File: src/hdl/ggc_ram.sv
// Generic simple dual-port RAM: one write port, one registered read port.
// No dependencies.
module ggc_ram #(
  parameter int WIDTH = 8,
  parameter int DEPTH = 64
) (
  input  logic                     clk,
  input  logic                     we,
  input  logic [$clog2(DEPTH)-1:0] waddr,
  input  logic [WIDTH-1:0]         wdata,
  input  logic [$clog2(DEPTH)-1:0] raddr,
  output logic [WIDTH-1:0]         rdata
);

  logic [WIDTH-1:0] mem [DEPTH];

  always_ff @(posedge clk) begin
    if (we) begin
      mem[waddr] <= wdata;
    end
    rdata <= mem[raddr];
  end

endmodule

File: config.mk
export PLATFORM = sky130hd
export DESIGN_NAME = ggc_ram
export DESIGN_NICKNAME = d
export VERILOG_FILES = /design/src/hdl/ggc_ram.sv
export SDC_FILE = /design/constraint.sdc
export NUM_CORES = 1
export LEC_CHECK = 0
export BUFFER_PORTS_ARGS = -buffer_cell sky130_fd_sc_hd__buf_2
export CAP_MARGIN = 20
export CORE_AREA = 2 2 223 225
export DETAILED_ROUTE_END_ITERATION = 10
export DIE_AREA = 0 0 225 227
export PLACE_DENSITY = 0.63
export REMOVE_ABC_BUFFERS = 1
export SLEW_MARGIN = 20
export SYNTH_ARGS = -nofsm -noshare
export SYNTH_HDL_FRONTEND = slang
export SYNTH_SLANG_ARGS = --single-unit
File: constraint.sdc
create_clock -name clk -period 4.19 [get_ports clk]
set_clock_uncertainty 0.1 [all_clocks]
set_input_delay 0.2095 -clock clk [delete_from_list [all_inputs] [get_ports clk]]
set_output_delay 0.2095 -clock clk [all_outputs]
set_load 0.02 [all_outputs]
=== Yosys cells after proc, flatten, opt, wreduce, memory -nomap -nowiden ===
Memories as Yosys holds them, arrays and structs flattened. A register that Yosys moved wholly into a read port is not among the register bits.
Cells that the tools add are included.

* Memory bits (writable): 512
* Input bits: 22
* Output and inout port bits: 8
* Register bits after elaboration: 0
* Word-level logic and storage cells: 3
* Memories kept: 1

{| class="wikitable"
|+ Memories
! name !! words !! bits a word !! rd ports !! clocked after memory_dff !! wr ports !! line !! source
|-
| mem || 64 || 8 || 1 || 1 || 1 || 15 || <nowiki>logic [WIDTH-1:0] mem [DEPTH];</nowiki>
|}

* Mux-type cells: 2

{| class="wikitable"
|+ Operator list
! kind !! number
|-
| 1-bit two-way mux || 2
|}

=== Longest topological paths before layout ===
Gate-level depths: netlist (run 1).

* Depth in word-level cells: 2
* Gate-level depth with buffers: 9
* Depth with buffers taken out: 5

=== Least setup slack after synthesis (run 1) ===
Ideal clock, no wire load.

* Path type: input to register
* From: input port raddr[1]
* To: register rdata[3] (read register of mem)
* Slack: 2.213 ns
* Cell stages on the path: 7
* Buffers on the path: 3
* Data required time: 3.962 ns
* Data arrival time: 1.749 ns
* Cells stage by stage: buf_4 > buf_2 > buf_2 > mux4_2 > mux4_2 > o21ai_1 > o41ai_1

{| class="wikitable"
|+ RTL lines
! what !! line !! source
|-
| start: declaration || 11 || <nowiki>input logic [$clog2(DEPTH)-1:0] raddr,</nowiki>
|-
| end: declaration || 12 || <nowiki>output logic [WIDTH-1:0] rdata</nowiki>
|}

==> summary.md, run 1 <==
| Metric | Value |
|---|---|
| Most common cell after layout, fill and taps aside | edfxtp_1 |
| HP Class | primary input to flop |
| CP top delay family | multiplexers |
| Nets@finish | 1011 |
| Total GRT Usage | 18.3% |
| Fin worst setup slack | 1950 ps |
| Ys async rst share | 0% |
| Area Overhead vs Synth | 11.9% |
| Final hold violation count | 0 |
| Power Dens Cells | 477 mW/mm2 |
| Cells after synthesis | 940 |
| DR pass1 iterations | 7 |
| Startpoint Class | flop |
| Hpwl dp | 26.3 mm |
| RSZ-0062 raised after global routing | false |
| Leak Pwr | 0.00695 uW |
| Grt ovf | 0 |
| H-tree depth | 2 |
| Crit-path cells | mux4_2 -> mux2_2 -> o221a_2 -> nor3_1 -> o32ai_1 |
| Most used DFF post-synth | edfxtp_1 |
| GP Congestion | 0.767 |
| Max Clk Rate | 447 MHz |
| Final min period | 2240 ps |
| Setup bufs post-CTS | 0 |
| Worst-Margin Slew | 1020 ps |
| Io pins | 30 |
| Drt wl/cell | 27.3 um |
| First-pass GRT wire length | 66.9 mm |
| Core area | 0.0485 mm2 |
| Routed wire length | 45.0 mm |
| Status | finished, final reports clean |
| Die width | 225 um |
| Die height | 227 um |
| Pre-CTS WS | 1350 ps |
| Placement row count | 81 |
| Largest fanout on the critical path | 1 |
| Syn Std Cell Area | 0.0202 mm2 |
| Vias/cell | 5.81 |
| Post-route DRC | 0 |
| CP peak stage delay | 460 ps |
| Max Cap Viol | 0 |
| Antenna Nets Post-Route | 0 |
| Slew HR | 31.6% |
| Clock transition at path regs | 60 ps |
| Initial core utilization | 41.5% |
| EDFF count, synth | 512 |
| Final Util | 46.5% |
| Layout cells sized above 1 | 24.7% |
| #FFs+latches synth | 520 |
| Fin crit share | 53.4% |
| Clk_lat worst skew | 590 ps |
| Worst path required time | 4550 ps |
| Clk buf depth | 3 |
| Slowest cell on the critical path | mux4_2 |
| Worst EP arrival | 2590 ps |
| Worst Path Buf+Inv | 0 |
| Vias in the first global route | 9811 |
| Die area | 0.0511 mm2 |
| Port Buffers | 29 |
| Average size of a mapped cell | 21.5 um2 |
| Placed inst area | 0.0209 mm2 |
| CTS tree | built |
| Detailed Route Iter0 Violations | 1007 |
| Root Driver | clkbuf_16 |
| Yosys cell types | 40 |
| Worst setup EP type | flop |
| # setup viols final | 0 |
| Count of clock tree sinks | 520 |
| Antenna diode count | 0 |
| Peak supply drop | 0.000320 V |
| Synth warn | 0 |
| Highest-count cells in the layout ignoring fill and taps | edfxtp_1, mux4_2, nor2_1 |
| Via count | 9601 |
| Worst setup path class | flop to flop |
| Seq/Total Area, Yosys | 77.0% |
| Inserted Clock Buffers | 52 |
| Setup TNS Final | 0 ps |
| Post-route cell area | 0.0226 mm2 |
| Pins Over Slew Limit | 0 |
| Largest net degree at the start of global routing | 65 |
| Antenna violations before repair | 0 |
==> Yosys cell counts, types with 2 or more instances <==
library cell / n / area share, %
mux2i_1: 23 / 1.1
a22oi_1: 3 / 0.11
mux2_2: 13 / 0.73
o21ai_0: 2 / 0.050
a21oi_1: 3 / 0.074
o41ai_1: 2 / 0.087
a221oi_1: 6 / 0.26
o2bb2ai_1: 3 / 0.13
buf_6: 4 / 0.22
clkbuf_1: 17 / 0.32
nand2_1: 19 / 0.35
nor2b_1: 14 / 0.43
o221ai_1: 8 / 0.35
edfxtp_1: 512 / 76
buf_1: 4 / 0.074
nand3_1: 13 / 0.32
o21a_1: 2 / 0.074
buf_12: 2 / 0.20
nand2b_1: 7 / 0.22
o22ai_1: 8 / 0.25
o221a_2: 2 / 0.11
a211oi_1: 4 / 0.15
nand4_1: 2 / 0.062
o21ai_1: 2 / 0.050
buf_4: 13 / 0.48
nor4_1: 2 / 0.062
a2111oi_0: 2 / 0.087
dfxtp_1: 8 / 0.79
nand3b_1: 3 / 0.11
o32ai_1: 2 / 0.087
buf_2: 11 / 0.27
mux4_2: 126 / 14
o2111ai_1: 3 / 0.13
nor3_1: 7 / 0.17
nor2_1: 83 / 1.5
==> path summary, 6_finish.rpt <==
check,startpoint,end,slack (ps),depth (start not counted)
worst min-delay path,wdata[5],mem[16][5],60,1
worst max-delay path,mem[28][6],rdata[6],1950,5
worst min register to register,mem[34][1],rdata[1],710,4
worst max register to register,mem[28][6],rdata[6],1950,5
==> per-stage QoR <==
step                power [uW]  cells  hold slack [ps]
floorplan                 6110    889              208
global placement          6420   1556              531
global route             11100   1652             91.2
finish                   10800   1652             62.5
CTS                      10800   1652             54.2
detailed placement        6430   1556              528
==> state kept, by name, indices dropped and copies added, names as in the netlist <==
signal	cells
mem	512
rdata	8
==> where the power goes <==
group / switching (uW) / internal, uW / leakage [uW]
Combinational: 340 / 196 / 0.00149
Sequential: 16.9 / 5760 / 0.00467
Clock: 1890 / 2560 / 0.000781
Total: 2240 / 8510 / 0.00695
==> metal layers <==
metal / track usage (%) / up-vias / part of all wire [%]
met5: 0 / - / 0
met3: 4.40 / 71 / 8.5
met4: 5.58 / 0 / 2.3
met1: 26.2 / 5102 / 43
li1: - / 4030 / -
met2: 27.9 / 398 / 46
==> area by class of cell <==
cell class / count / area, um2
well taps: 622 / 778
repair buffers: 46 / 327
clock inverters: 26 / 221
clock buffers: 69 / 1390
flip-flops and latches: 520 / 15500
multi-input cells: 369 / 4320
fillers: 3940 / 26000
==> worst register-to-register path: cells and delay by family, from the launching register on <==
family	cells	cell delay [ps]
DFF	1	370
AOI/OAI and AO/OA	2	450
and+or+nand+nor	1	420
muxes	2	760
==> cells by family after synthesis <==
| logic type | after synthesis | synth area share, % |
|---|---|---|
| flops | 520 | 77.0 |
| mux | 162 | 15.9 |
| simple gates | 153 | 3.39 |
| compound gates | 54 | 2.07 |
| buf+inv | 51 | 1.57 |
==> what timing repair did <==
action                                 in CTS  in global routing
setup endpoints to repair                   0                  0
hold buffers                                1                  0
endpoints found under the hold margin       3                  0
resized for setup                           0                  0
Power figures use the tool's default switching activity.
==> run 2, diff against run 1 <==
Settings changed: PLACE_DENSITY 0.63 to 0.66.
Clock period 4.19 ns to 1.9 ns, I/O delays scaled along.
==> summary.md, run 2 (synthesis results as in run 1) <==
| Metric | Value |
|---|---|
| Hold_sp | raddr[5] |
| Worst setup EP type | flop |
| Detailed Route Iter0 Violations | 883 (-12%) |
| Antenna diode count | 0 (unchanged) |
| Logic gate share of total power | 5.7% (+0.7 points) |
| Clk buf depth | 3 (unchanged) |
| Routed wire length | 45.5 mm (+0.92%) |
| R2R Path End | rdata[4] |
| Area Overhead vs Synth | 19.1% |
| Critical R2R Launch | mem[28][4] |
| Layout cells sized above 1 | 35.5% (+11 points) |
| Leak Pwr | 0.00784 uW (+13%) |
| Core area | 0.0485 mm2 (unchanged) |
| CTS tree | built |
| Fin worst setup slack | -73.6 ps (-2030 ps) |
| Pre-CTS WS | -502 ps (-1860 ps) |
| Peak supply drop | 0.000942 V (+190%) |
| Antenna Nets Post-Route | 0 (unchanged) |
| Hold_ws | -117 ps (-180 ps) |
| Highest-count cells in the layout ignoring fill and taps | edfxtp_1, buf_4, mux4_2 |
| Io pins | 30 (unchanged) |
| Max Clk Rate | 507 MHz (+13%) |
| Nets@finish | 1164 (+15%) |
| Slowest cell on the critical path | mux4_2 |
| Metal2 WL | 22.2 mm (+6.7%) |
| Fin crit share | 104% (+51 points) |
| Post-route cell area | 0.0240 mm2 (+6.5%) |
| Final min period | 1970 ps (-262 ps) |
| Grt ovf | 0 (unchanged) |
| Worst EP arrival | 2320 ps (-270 ps) |
| Startpoint Class | flop |
| Die area | 0.0511 mm2 (unchanged) |
| Placement row count | 81 (unchanged) |
| Port Buffers | 29 (unchanged) |
| Register area | 0.0155 mm2 (unchanged) |
| Failing checks | negative hold slack, negative setup slack |
| Multi-input logic area | 0.00442 mm2 (+2.5%) |
| Post-route DRC | 0 (unchanged) |
| Total GRT Usage | 18.2% (about the same) |
| R2R depth | 5 (unchanged) |
| Die height | 227 um (unchanged) |
| Largest reg by FF count | mem |
| Status | complete, but fails checks |
| DR pass1 iterations | 8 (+1) |
| Placed inst area | 0.0222 mm2 (+6.0%) |
| Crit-path cells | mux4_2 -> mux2_2 -> o221a_4 -> nor3_4 -> o32ai_1 |
| Switch Pwr | 4930 uW (+120%) |
| Die width | 225 um (unchanged) |
| Via count | 10100 (+5.0%) |
| Vias in the first global route | 10200 (+4.4%) |
| Largest fanout on the critical path | 1 (unchanged) |
| Final Util | 49.5% (+3.0 points) |
| Antenna violations before repair | 2 (+2) |
| Clock transition at path regs | 60 ps (about the same) |
| Most common cell after layout, fill and taps aside | edfxtp_1 |
| Slew HR | 49.0% (+17 points) |
| First-pass GRT wire length | 67.5 mm (+0.94%) |
| Power share of the sequential group | 52.6% (-1.1 points) |
| Power Dens Cells | 1010 mW/mm2 (+110%) |
| Drt wl/cell | 25.2 um (-7.6%) |
| WL met1 | 18.6 mm (-4.0%) |
| Worst-Margin Slew | 765 ps (-257 ps) |
| Inserted Clock Buffers | 51 (-1.9%) |
| GP Congestion | 0.821 (+7.1%) |
| Placed insts | 1707 (+9.7%) |
| Reg-to-reg slack, setup | -70 ps (-2030 ps) |
| Worst path required time | 2250 ps (-2300 ps) |
| Vias/cell | 5.58 (-3.9%) |
| Clk_lat worst skew | 590 ps (about the same) |
| CP peak stage delay | 460 ps (about the same) |
| Top Layer Used | met5 |
| HP Class | primary input to flop |
| Top Registers | mem (512), rdata (8) |
| Net Sw Frac | 20.4% (-0.50 points) |
| Worst setup path class | flop to flop |
| Hold Path Depth | 3 (+2) |
| Clock network power share | 41.7% (+0.4 points) |
| Count of clock tree sinks | 520 (unchanged) |
| Number of flip-flops in the largest register | 512 (unchanged) |
| Largest net degree at the start of global routing | 65 (unchanged) |
| Met3 wire length | 3.54 mm (-7.3%) |
| H-tree depth | 2 (unchanged) |
| P_int | 19300 uW (+130%) |
| Max Cap Viol | 0 (unchanged) |
| Final cell count without fillers | 1805 (+9.3%) |
| Hpwl dp | 29.6 mm (+12%) |
| Pins Over Slew Limit | 0 (unchanged) |
| Final hold violation count | 8 (+8) |
| Worst Hold Path EP | rdata[1] |
| RSZ-0062 raised after global routing | true |
| Initial core utilization | 41.5% (unchanged) |
| Fillers | 3802 (-3.5%) |
| Root Driver | clkbuf_16 |
| # setup viols final | 3 (+3) |
==> run 2: worst max-delay path by stage <==
stage,from,end,slack (ps),depth (start not counted)
6_report,mem[28][4],rdata[4],-70,5
5_1_grt,mem[20][4],rdata[4],-90,5
4_1_cts,mem[28][4],rdata[4],-50,5
3_5_place_dp,raddr[0],rdata[6],-500,7
3_3_place_gp,raddr[0],rdata[6],-460,7
2_1_floorplan,mem[29][4],rdata[4],120,5
==> run 2: per-layer routing <==
layer / GRT usage, % / vias to the layer above
li1: - / 4345
met3: 4.19 / 72
met2: 29.4 / 388
met5: 0 / -
met4: 5.38 / 2
met1: 25.0 / 5273
==> run 2: final cells by class <==
| class | count | share of cell area (%) |
|---|---|---|
| clock buffer | 65 | 5.66 |
| multi-input combinational | 369 | 18.4 |
| tap | 622 | 3.24 |
| clock inverter | 29 | 1.34 |
| timing repair buffer | 200 | 6.69 |
| sequential | 520 | 64.7 |
==> run 2: power groups by stage <==
stage,clock [uW],sequential (uW),combinational [uW]
after global placement,0,13000,1330
after global routing,10700,12700,1470
after floorplan,0,13000,492
final,10100,12700,1380
after CTS,10300,12700,1370
after detailed placement,0,13000,1350
==> run 2: what timing repair did <==
action / in CTS / in global routing
resized for setup: 9 / 12
setup endpoints to repair: 5 / 8
hold endpoints to repair: 144 / 17
buffers inserted: 0 / 0
hold buffers: 4 / 1
pin swaps: 2 / 1
==> run 2: critical path, delay by kind of cell (launching register included) <==
family          cells  cell delay [ps]
flops               1              360
compound gates      2              420
mux                 2              750
simple gates        1              200
==> run 2: metrics by stage <==
| step | total power [uW] | TNS, ps |
|---|---|---|
| after floorplan | 13500 | 0 |
| after global placement | 14300 | -2630 |
| after detailed placement | 14300 | -2730 |
| after CTS | 24400 | -68.9 |
| after global routing | 24900 | -268 |
| final | 24200 | -92.2 |
